`config.mk`:
```
export PLATFORM = sky130hd
export DESIGN_NAME = nstc_front
export DESIGN_NICKNAME = d
export VERILOG_FILES = /design/src/design/nstc_pkg.sv /design/src/design/nstc_front.sv
export SDC_FILE = /design/constraint.sdc
export NUM_CORES = 1
export LEC_CHECK = 0
export BUFFER_PORTS_ARGS = -buffer_cell sky130_fd_sc_hd__buf_2
export CAP_MARGIN = 0
export CORE_ASPECT_RATIO = 0.6
export CORE_MARGIN = 2
export CORE_UTILIZATION = 47
export CTS_CLUSTER_SIZE = 24
export DETAILED_ROUTE_END_ITERATION = 10
export GPL_ROUTABILITY_DRIVEN = 0
export PLACE_DENSITY = 0.76
export REMOVE_ABC_BUFFERS = 1
export SYNTH_ARGS = -nofsm -noshare
export SYNTH_HDL_FRONTEND = slang
export SYNTH_SLANG_ARGS = --single-unit
```
`constraint.sdc`:
```
create_clock -name clock -period 3.55 [get_ports clock]
set_clock_uncertainty 0.2 [all_clocks]
set_input_delay 0.8875 -clock clock [delete_from_list [all_inputs] [get_ports clock]]
set_output_delay 0.8875 -clock clock [all_outputs]
set_load 0.02 [all_outputs]
```
`src/design/nstc_pkg.sv`:
```
// ---------------------------------------------------------------------------
// Nested span timer capture package
// Shared widths, request codes, operation and error codes, and the structs
// passed between the front end and the back end of the span profiler.
// ---------------------------------------------------------------------------
package nstc_pkg;

   // Field widths of the request and response words.
   localparam int REQ_TYPE_W      = 2;
   localparam int SPAN_ID_W       = 5;
   localparam int TIME_W          = 64;
   localparam int READ_INDEX_W    = 8;
   localparam int RD_DEPTH_W      = 4;
   localparam int CAPTURE_COUNT_W = 9;
   localparam int ACTIVE_DEPTH_W  = 5;
   localparam int ERROR_W         = 2;

   // Default sizes of the nesting stack and the capture memory.
   localparam int STACK_DEPTH_DEF     = 16;
   localparam int CAPTURE_ENTRIES_DEF = 256;

   // Depth of the command queue between the front end and the back end.
   localparam int QUEUE_DEPTH = 2;

   // Request type codes as they arrive on the port.
   localparam logic [REQ_TYPE_W-1:0] REQ_FRAME = 2'd0;
   localparam logic [REQ_TYPE_W-1:0] REQ_BEGIN = 2'd1;
   localparam logic [REQ_TYPE_W-1:0] REQ_END   = 2'd2;
   localparam logic [REQ_TYPE_W-1:0] REQ_READ  = 2'd3;

   typedef enum logic [1:0] {
      OP_FRAME,
      OP_BEGIN,
      OP_END,
      OP_READ
   } op_type;

   typedef enum logic [ERROR_W-1:0] {
      ERR_NONE,
      ERR_FULL,
      ERR_EMPTY,
      ERR_MISMATCH
   } error_type;

   typedef enum logic {
      BACK_RUN,
      BACK_READ
   } back_state_type;

   typedef struct packed {
      op_type                   op;
      logic [SPAN_ID_W-1:0]     span_id;
      logic [TIME_W-1:0]        now_ns;
      logic [READ_INDEX_W-1:0]  read_index;
   } queue_entry_type;

   typedef struct packed {
      logic            valid;
      queue_entry_type entry;
   } queue_head_type;

   typedef struct packed {
      logic [SPAN_ID_W-1:0]  span_id;
      logic [RD_DEPTH_W-1:0] depth;
      logic [TIME_W-1:0]     start_ns;
      logic [TIME_W-1:0]     duration_ns;
   } cap_entry_type;

endpackage

```
`src/design/nstc_front.sv`:
```
// ---------------------------------------------------------------------------
// Span profiler front end
// Accepts request words, decodes the request type into an operation and
// holds the words in a short queue until the back end takes them.
// ---------------------------------------------------------------------------
module nstc_front (
   input  logic                                clock,
   input  logic                                reset,
   input  logic                                start,
   output logic                                busy,
   input  logic [nstc_pkg::REQ_TYPE_W-1:0]     req_type,
   input  logic [nstc_pkg::SPAN_ID_W-1:0]      req_span_id,
   input  logic [nstc_pkg::TIME_W-1:0]         req_now_ns,
   input  logic [nstc_pkg::READ_INDEX_W-1:0]   req_read_index,
   output nstc_pkg::queue_head_type            head,
   input  logic                                pop
);

   localparam int QD     = nstc_pkg::QUEUE_DEPTH;
   localparam int QPTR_W = (QD > 1) ? $clog2(QD) : 1;
   localparam int QCNT_W = $clog2(QD + 1);

   nstc_pkg::queue_entry_type queue_ff [QD];
   logic [QPTR_W-1:0] wr_ptr_ff, wr_ptr_in;
   logic [QPTR_W-1:0] rd_ptr_ff, rd_ptr_in;
   logic [QCNT_W-1:0] fill_ff, fill_in;
   logic              accept;
   nstc_pkg::queue_entry_type word_in;

   assign busy   = (fill_ff == QCNT_W'(QD));
   assign accept = start && !busy;

   // Decode the request type into the back end's operation.
   always_comb begin
      word_in.span_id    = req_span_id;
      word_in.now_ns     = req_now_ns;
      word_in.read_index = req_read_index;
      case (req_type)
         nstc_pkg::REQ_FRAME: word_in.op = nstc_pkg::OP_FRAME;
         nstc_pkg::REQ_BEGIN: word_in.op = nstc_pkg::OP_BEGIN;
         nstc_pkg::REQ_END:   word_in.op = nstc_pkg::OP_END;
         default:             word_in.op = nstc_pkg::OP_READ;
      endcase
   end

   always_comb begin
      wr_ptr_in = wr_ptr_ff;
      rd_ptr_in = rd_ptr_ff;
      fill_in   = fill_ff;
      if (accept) begin
         wr_ptr_in = (wr_ptr_ff == QPTR_W'(QD - 1)) ? '0 : wr_ptr_ff + 1'b1;
      end
      if (pop) begin
         rd_ptr_in = (rd_ptr_ff == QPTR_W'(QD - 1)) ? '0 : rd_ptr_ff + 1'b1;
      end
      if (accept && !pop) begin
         fill_in = fill_ff + 1'b1;
      end else if (pop && !accept) begin
         fill_in = fill_ff - 1'b1;
      end
   end

   always_ff @(posedge clock) begin
      if (reset) begin
         wr_ptr_ff <= '0;
         rd_ptr_ff <= '0;
         fill_ff   <= '0;
      end else begin
         wr_ptr_ff <= wr_ptr_in;
         rd_ptr_ff <= rd_ptr_in;
         fill_ff   <= fill_in;
      end
   end

   always_ff @(posedge clock) begin
      if (accept) begin
         queue_ff[wr_ptr_ff] <= word_in;
      end
   end

   assign head.valid = (fill_ff != '0);
   assign head.entry = queue_ff[rd_ptr_ff];

endmodule

```
## Word level (Yosys, flattened, before mapping)

Memories as Yosys holds them, arrays and structs flattened. A register that Yosys moved wholly into a read port is not among the register bits.
Index checks and enable logic that the tools add are counted.

- Add/sub/neg operators: 4
- Equal/unequal tests: 3
- Multiplexer cells: 9
- Reductions and logical operators: 9

Operator list:

| kind | number |
|---|---|
| 1-bit 2-to-1 mux | 6 |
| 2-bit one-hot mux with 3 select lines | 1 |
| 2-bit == test (second input constant) | 2 |
| 2-bit 2-to-1 mux | 2 |
| 2-bit nonzero test | 2 |
| 1-bit logical AND | 3 |
| 1-bit zero test | 3 |
| 1-bit adder (second input constant) | 2 |
| 2-bit by 1-bit adder with 2-bit output (second input constant) | 1 |
| 2-bit by 1-bit == test with 1-bit output (second input constant) | 1 |
| 2-bit zero test | 1 |
| 2-bit by 1-bit subtractor with 2-bit output (second input constant) | 1 |

- Bits in registers: 4
- Memory bits (writable): 158
- Input bits: 83
- Output and inout port bits: 81
- Logic and storage cells: 29
- Memories kept: 1

Memory list:

| memory | words | width | rd ports | clocked after memory_dff | write ports | RTL line | RTL |
|---|---|---|---|---|---|---|---|
| queue_ff | 2 | 79 | 1 | 1 | 1 | nstc_front.sv:23 | `nstc_pkg::queue_entry_type queue_ff [QD];` |

## Logic depth before layout (Yosys ltp)

Gate-level depths: netlist of the first run.

- Depth after elaboration: 7
- Gate-level depth with buffers: 6

## Worst setup path before layout of the first run

No wires, ideal clock.

- Path kind: input -> register
- Start: input port start
- End: memory queue_ff[1][0] in the netlist's numbering, enable pin
- Arrival: 2,917 ps
- Path slack: -13 ps
- Cell stages on the path: 3
- Buffers on the path: 0
- Cell sequence: inv_1 > nor2_1 > and2_1

- Cells in the longest elaborated chain, start to end: 3

Ends and longest elaborated chain:

| what | RTL line | RTL |
|---|---|---|
| start: declaration | nstc_front.sv:9 | `input logic start,` |
| 1-bit logical AND | nstc_front.sv:31 | `assign accept = start && !busy;` |
| 1-bit 2-to-1 mux | nstc_front.sv:76 | `if (accept) begin` |
| 1-bit 2-to-1 mux (implied by the code) | nstc_front.sv:77 | `queue_ff[wr_ptr_ff] <= word_in;` |
| end: declaration | nstc_front.sv:23 |  |

Every way passes these cells.

==> impl_metrics.tcl, run 1 <==
set metrics [dict create \
    postLayoutCellArea_um2 7635 \
    drtPass1Iterations 4 \
    drive_gt1_share_pct 61.04 \
    cts_num_sinks 163 \
    timing.slew.headroom_pct 68.16 \
    path_class "flop to output pin" \
    finalCoreUtilization_pct 62.49 \
    period_needed_ns 2.978 \
    grt_max_degree 44 \
    finalNetCount 534 \
    drv_cap 0 \
    fmax_mhz 335.8 \
    r2r_cells 4 \
    cp_max_fo 22 \
    drtIter0Drc 239 \
    ant_nets 0 \
    ir_worst_vdd_mv 0.4617 \
    ys_seq_elements 163 \
    die_y_um 91.23 \
    area_growth_pct 28.11 \
    portBuffers 163 \
    cts_setup_buffers 0 \
    setup_violations 0 \
    tns_ns 0 \
    coreArea_um2 12220 \
    rsz0062_at_grt "false" \
    syn_avg_cell_area_um2 21.83 \
    yosysUniqueCellTypes 18 \
    syn_area_um2 5959 \
    clkLatencyLatePin_ns 0.41 \
    hp-start "fill_ff[1]$_SDFFE_PP0P_" \
    cp_data_required_time_ns 2.46 \
    vias 3142 \
    powerDensity_nw_per_um2 664.3 \
    placed_area_um2 7000 \
    initial_core_util_pct 48.78 \
    cts_tree "yes" \
    power.total_w 0.005072 \
    cts_hold_buf 0 \
    regToRegEndpoint "queue_ff[0][9]$_DFFE_PP_" \
    worst_setup_hold_path_clk_slew_ns 0.06 \
    cts_max_level 4 \
    startpoint_type "flop" \
    fin_crit_sh_pct 83.89 \
    grt_pass1_wl_um 17040 \
    cts_buffer_depth 2 \
    cts_buffers 17 \
    p_leak_nw 2.896 \
    min_to "fill_ff[1]$_SDFFE_PP0P_" \
    hold_depth 2 \
    crit_chain "buf_4 -> mux2_2 -> buf_2" \
    track_usage_pct 17.11 \
    cts_root_buf "clkbuf_16" \
    slew_violations 0 \
    r2r_start "fill_ff[0]$_SDFFE_PP0P_" \
    hold_ws_ns 0.2985 \
    io_pins 164 \
    grt-ovfl-total 0 \
    hold_class "flop to flop" \
    worst_ep_arrival_time_ns 1.89 \
    yosysSeqAreaShare_pct 81.29 \
    row_count 31 \
    path_delay_family "flip-flops" \
    crit_slowest_cell "dfxtp_4" \
    hpwlAfterDp_um 7470 \
    critical_path_buf_inv_count 2 \
    worstMarginPinSlew_ns 0.4771 \
    hold_viol 0 \
    grt_pass1_vias 3285 \
    die_area_um2 13630 \
    outcome "finished clean" \
    critPathCaptureType "output pin" \
    wl_per_cell_um 17.89 \
    via_per_inst 4.995 \
    antenna_found_initial 3 \
    totalWireLength_um 11250 \
    slowest_delay_ns 0.54 \
    die_w_um 149.4 \
    cts_resized 0 \
    syn_inst 273 \
    ff2ff_setup_slack_ns 1.45 \
    drc 0 \
    yosysWarnings 0 \
]
[registers in the layout, summed over array words and instances, names as in the netlist, named ones only]
register   cells
fill_ff        2
rd_ptr_ff      1
wr_ptr_ff      1
queue_ff     158
[cells in the final DEF, fill, tap and decap left out]
master,synthesis,final
buf_2,6,163
edfxtp_1,158,158
mux2_2,69,69
clkbuf_16,0,17
mux2_4,10,10
nor2_1,4,4
bufinv_16,0,4
dfxtp_1,5,4
inv_6,0,3
clkinvlp_4,0,3
buf_4,0,3
buf_12,0,3
diode_2,0,2
inv_1,3,2
or3_1,2,2
xor2_1,2,2
o21ai_0,2,2
a21oi_1,2,2
inv_8,0,2
nor2b_1,1,1
or2_2,1,1
and2_4,0,1
clkinv_2,0,1
xnor2_1,1,1
ha_1,1,1
dfxtp_4,0,1
clkinv_4,0,1
clkbuf_1,2,1
[power breakdown]
| part | total [W] | switching [W] | internal [W] |
|---|---|---|---|
| sequential | 0.00239 | 0.0000548 | 0.00233 |
| clock | 0.00194 | 0.000746 | 0.00119 |
| combinational | 0.000748 | 0.000452 | 0.000296 |
[worst max path at each step]
stage	from	endpoint	cells after the start
global placement	start	queue_ff[0][40]$_DFFE_PP_	5
finish	flop	head[48]	3
floorplan	flop	head[0]	1
global route	flop	head[75]	3
CTS	flop	head[48]	3
detailed placement	start	queue_ff[0][20]$_DFFE_PP_	5
[per-stage QoR]
step / std cells / setup slack (ns)
floorplan: 262 / -0.1790
global placement: 596 / 0.8930
detailed placement: 596 / 0.8744
CTS: 627 / 0.5457
global route: 627 / 0.4938
finish: 629 / 0.5718
[cell usage after synthesis]
cell / instances / share of area, %
dfxtp_1: 5 / 1.7
nor2b_1: 1 / 0.11
clkbuf_1: 2 / 0.13
mux2_4: 10 / 2.5
xnor2_1: 1 / 0.15
buf_2: 6 / 0.50
edfxtp_1: 158 / 80
xor2_1: 2 / 0.29
buf_6: 3 / 0.57
o21ai_0: 2 / 0.17
mux2_2: 69 / 13
inv_1: 3 / 0.19
or2_2: 1 / 0.11
or3_1: 2 / 0.21
a21oi_1: 2 / 0.17
and2_1: 1 / 0.11
ha_1: 1 / 0.21
nor2_1: 4 / 0.25
[worst min-delay path: cells and delay by family (launching register included)]
kind           cells  cell delay (ns)
AO/OA/AOI/OAI      2             0.13
flip-flops         1             0.32
[final cells by class]
type / count / area (um2)
Antenna cell: 2 / 5.005
Clock buffer: 18 / 429.2
Clock inverter: 13 / 200.2
Fill cell: 901 / 4583
Inverter: 3 / 12.51
Multi-Input combinational cell: 96 / 1035
Sequential cell: 163 / 4848
Tap cell: 165 / 206.4
Timing Repair Buffer: 169 / 898.4
[per-layer routing]
layer / GRT usage (%) / up-vias / wire [um]
met4: 6.429 / 4 / 115
met5: 0 / - / 22
met2: 26.45 / 141 / 5156
met1: 22.15 / 1550 / 4904
li1: - / 1431 / -
met3: 6.432 / 16 / 1054
[logic make-up (layout without fill, tap and decap cells)]
group	count (synthesis)	after routing	share of synthesized area (%)
flops	163	163	81.29
xor+xnor	3	3	0.4410
mux	79	79	15.56
simple gates	9	9	0.7769
buf+inv	14	203	1.386
compound gates	4	4	0.3359
other cells	0	2	0
fa+ha+maj	1	1	0.2099
Power figures use the tool's default switching activity.
==> inputs of run 2 (changes only) <==
ABC_AREA = 1   (was not set)
CORE_UTILIZATION = 52   (was 47)
PLACE_DENSITY = 0.79   (was 0.76)
clock period = 3.05 ns   (was 3.55 ns; I/O delays follow)
==> impl_metrics.tcl, run 2 <==
set metrics [dict create \
    wl_per_cell_um 17.47 \
    regToRegEndpoint "fill_ff[1]$_SDFFE_PP0P_" \
    hpwlAfterDp_um 7140 \
    die_w_um 142.4 \
    fillers 776 \
    largest_reg_flops 158 \
    vias 3106 \
    synth_flop_cell "edfxtp_1" \
    die_y_um 87.06 \
    timing.slew.headroom_pct 49.83 \
    cts_hold_buf 0 \
    hp-start "rd_ptr_ff$_SDFFE_PP0P_" \
    min_to "rd_ptr_ff$_SDFFE_PP0P_" \
    multi_input_area_um2 1044 \
    register_area_um2 4848 \
    regMostFlops "queue_ff" \
    fin_crit_sh_pct 90.29 \
    worstMarginPinSlew_ns 0.7447 \
    yosysMostFrequentCell "edfxtp_1" \
    setup_violations 0 \
    hold_viol 0 \
    yosysUniqueCellTypes 16 \
    worst_setup_hold_path_clk_slew_ns 0.06 \
    totalWireLength_um 10780 \
    ir_worst_vdd_mv 0.4484 \
    syn_avg_cell_area_um2 21.12 \
    p_leak_nw 2.868 \
    drive_gt1_share_pct 59.41 \
    row_count 30 \
    hold_ws_ns 0.3300 \
    powerDensity_nw_per_um2 714.5 \
    ant_nets 0 \
    worst_ep_arrival_time_ns 1.79 \
    area_growth_pct 26.08 \
    final_common_cell "buf_2" \
    syn_area_um2 5978 \
    synth.largest_area_cell "edfxtp_1" \
    antenna_found_initial 1 \
    cp_data_required_time_ns 2.09 \
    period_needed_ns 2.754 \
    final.setup.worst_slack_ns 0.2962 \
    cts_max_level 4 \
    startpoint_type "flop" \
    hold_depth 2 \
    syn_inst 283 \
    drtIter0Drc 173 \
    clkLatencyLatePin_ns 0.41 \
    drtPass1Iterations 4 \
    cp_max_fo 37 \
    synth_top_cells_by_count "edfxtp_1, mux2_2, mux2_4, inv_1, nor2_1" \
    portBuffers 163 \
    antenna-diode-count 0 \
    rsz0062_at_grt "false" \
    cts_buffers 17 \
    r2r_start "fill_ff[1]$_SDFFE_PP0P_" \
    grt_pass1_wl_um 16040 \
    finalNetCount 544 \
    cts_setup_buffers 0 \
    via_per_inst 5.034 \
    cts_root_buf "clkbuf_16" \
    coreArea_um2 11260 \
    cts_num_sinks 163 \
    synth_edf_count 158 \
    yosysSeqAreaShare_pct 81.04 \
    grt_pass1_vias 3159 \
    place_ws_ns 0.6960 \
    synth_top_cell_area_share_pct 79.36 \
    path_class "flop to output pin" \
    r2r_cells 9 \
    grt-ovfl-total 0 \
    cts_buffer_depth 2 \
    ys_seq_elements 163 \
    cts_resized 0 \
    hold_class "flop to flop" \
    synth_area_leaders "edfxtp_1, mux2_2, mux2_4, dfxtp_1, inv_1" \
    io_pins 164 \
    grt_max_degree 43 \
    power.total_w 0.005385 \
    track_usage_pct 17.80 \
    outcome "finished clean" \
    layout_common_cells "buf_2, edfxtp_1, mux2_2, clkbuf_16, mux2_4" \
    critPathCaptureType "output pin" \
    ff2ff_setup_slack_ns 0.97 \
    drv_cap 0 \
    initial_core_util_pct 53.09 \
    cts_tree "yes" \
    top_regs "queue_ff x158, fill_ff x2" \
    yosysWarnings 0 \
    slew_violations 0 \
    fmax_mhz 363.1 \
    drc 0 \
    die_area_um2 12400 \
    synthArstFlopShare_pct 0 \
]
==> run 2: cell count changes in the layout (fill, tap and decap cells not counted), sizes merged, moves of 3 or more <==
| cell | delta |
|---|---|
| bufinv | -4 |
| clkinv | +3 |
| inv | +6 |
| nand2 | +5 |
| nor2 | +4 |
==> run 2: cell type report <==
class / instances / share of cell area, %
Clock buffer: 18 / 5.694
Sequential cell: 163 / 64.33
Clock inverter: 14 / 1.378
Multi-Input combinational cell: 100 / 13.84
Tap cell: 144 / 2.390
Inverter: 9 / 0.4482
Timing Repair Buffer: 169 / 11.92
==> run 2: metrics by stage <==
step	area, um2	cells	utilization (%)	setup TNS (ns)
floorplan	5907	272	-	-340.25
global placement	7004	585	62.20	0
detailed placement	7004	585	62.20	0
CTS	7537	617	66.93	0
global route	7537	617	66.93	0
finish	7537	617	66.93	0
==> run 2: worst max-delay path, stage by stage, from the launching register on <==
cell	delay (ns)
dfxtp_4	0.36
buf_4	0.44
mux2_2	0.41
buf_2	0.16
==> run 2: worst max-delay path by stage <==
stage,startpoint,end,slack [ns]
after floorplan,start,queue_ff[0][0]$_DFFE_PP_,-1.88
after global placement,flop,head[30],0.71
after detailed placement,start,queue_ff[0][65]$_DFFE_PP_,0.70
after CTS,flop,head[78],0.25
after global routing,flop,head[78],0.20
final,flop,head[68],0.30
==> run 2: power by group <==
part           switching [W]  internal [W]  total [W]
registers          0.0000412       0.00267    0.00271
logic               0.000470      0.000305   0.000776
clock network       0.000854       0.00105    0.00190
==> run 2: cell families after synthesis <==
family	Yosys count	synth area share, %
AND/OR/NAND/NOR	15	1.005
XOR/XNOR	1	0.1465
adder cells (fa/ha/maj)	1	0.2093
multiplexers	79	15.51
AO/OA/AOI/OAI	4	0.3347
flip-flops	163	81.04
buffers and inverters	20	1.758
==> run 2: layer usage <==
layer,vias to the layer above,track usage (%),wire length (um)
li1,1458,-,-
met1,1505,23.01,4798
met2,127,26.66,4780
met3,14,8.301,1065
met4,2,6.751,119
met5,-,0,17
==> inputs of run 3 (changes only) <==
REMOVE_ABC_BUFFERS = not set   (was 1)
==> impl_metrics.tcl, run 3 (synthesis results as in run 2) <==
set metrics [dict create \
    via_per_inst 5.099 \
    cts_tree "yes" \
    die_y_um 87.06 \
    p_leak_nw 2.915 \
    fin_crit_sh_pct 92.52 \
    hold_class "flop to flop" \
    syn-num-nets 367 \
    powerDensity_nw_per_um2 747.4 \
    grt_max_degree 42 \
    path_class "flop to output pin" \
    cts_setup_buffers 0 \
    drtIter0Drc 186 \
    drive_gt1_share_pct 59.32 \
    initial_core_util_pct 53.09 \
    cp_data_required_time_ns 2.09 \
    hpwlAfterDp_um 7456 \
    vias 3141 \
    cts_buffers 17 \
    period_needed_ns 2.822 \
    totalWireLength_um 11320 \
    layout_common_cells "buf_2, edfxtp_1, mux2_2, clkbuf_16, mux2_4" \
    cp_max_fo 40 \
    finalNetCount 544 \
    cts_root_buf "clkbuf_16" \
    io_pins 164 \
    row_count 30 \
    clkLatencyLatePin_ns 0.40 \
    critPathCaptureType "output pin" \
    die_w_um 142.4 \
    setup_violations 0 \
    coreArea_um2 11260 \
    tns_ns 0 \
    cts_resized 0 \
    top_regs "queue_ff x158, fill_ff x2" \
    track_usage_pct 18.71 \
    finalCoreUtilization_pct 67.51 \
    slew_violations 0 \
    drv_cap 0 \
    fmax_mhz 354.4 \
    drc 0 \
    portBuffers 163 \
    hold_viol 0 \
    worstMarginPinSlew_ns 0.7714 \
    worst_setup_hold_path_clk_slew_ns 0.06 \
    antenna_found_initial 1 \
    largest_reg_flops 158 \
    cts_hold_buf 0 \
    timing.slew.headroom_pct 48.03 \
    startpoint_type "flop" \
    final_common_cell "buf_2" \
    drtPass1Iterations 5 \
    grt_pass1_wl_um 16650 \
    fillers 766 \
    grt_pass1_vias 3270 \
    antenna-diode-count 0 \
    ir_worst_vdd_mv 0.4394 \
    cts_num_sinks 163 \
    outcome "finished clean" \
    grt-ovfl-total 0 \
    rsz0062_at_grt "false" \
    wl_per_cell_um 18.38 \
    die_area_um2 12400 \
    cts_max_level 4 \
    ant_nets 0 \
    worst_ep_arrival_time_ns 1.86 \
    area_growth_pct 27.17 \
    regMostFlops "queue_ff" \
    cts_buffer_depth 2 \
]
[run 3: cell types whose count changed in the layout (fill, tap and decap cells not counted), sizes merged]
cell      previous run  this run
bufinv               0         4
clkinvlp             5         1
inv                 13        12
[run 3: per-stage QoR]
step                power [W]  setup slack [ns]  hold slack [ns]  instances  instance area [um2]
global route         0.005892            0.1420           0.3181        616                 7602
floorplan            0.003259           -0.5943           0.2799        283                 5983
CTS                  0.005732            0.2080           0.3201        616                 7602
detailed placement   0.003536            0.6553           0.3176        585                 6992
global placement     0.003508            0.6582           0.2953        585                 6992
finish               0.005682            0.2281           0.3411        616                 7602
[run 3: power by group]
group          internal [W]  leakage, nW  switching [W]
sequential          0.00267         1.51      0.0000584
combinational      0.000300         1.10       0.000457
clock               0.00137        0.298       0.000828
[run 3: final timing paths]
| kind | startpoint | endpoint | slack (ns) | depth (start not counted) |
|---|---|---|---|---|
| worst max-delay path | flop | head[73] | 0.23 | 3 |
| worst min-delay path | wr_ptr_ff$_SDFFE_PP0N_ | wr_ptr_ff$_SDFFE_PP0N_ | 0.34 | 2 |
| worst max register to register | fill_ff[1]$_SDFFE_PP0P_ | fill_ff[1]$_SDFFE_PP0P_ | 0.87 | 8 |
| worst min register to register | wr_ptr_ff$_SDFFE_PP0N_ | wr_ptr_ff$_SDFFE_PP0N_ | 0.34 | 2 |
[run 3: critical path, cell delays in order, from the launching register on]
cell and delay (ns):
dfxtp_4 0.57, buf_12 0.28, mux2_2 0.39, buf_2 0.16
[run 3: metal layers]
layer | global-route usage, % | wire [um] | up-vias
met4 | 6.571 | 65 | 2
met1 | 23.95 | 5005 | 1557
met5 | 0 | 11 | -
met2 | 30.13 | 5386 | 123
li1 | - | - | 1451
met3 | 6.817 | 854 | 8
[run 3: cell type report]
cell class | count | area, um2 | share of cell area (%)
clock buffers | 18 | 429.2 | 5.645
repair buffers | 169 | 885.9 | 11.65
multi-input cells | 100 | 1044 | 13.73
clock inverters | 13 | 181.4 | 2.386
inverters | 9 | 33.78 | 0.4444
well taps | 144 | 180.2 | 2.370
flip-flops and latches | 163 | 4848 | 63.78
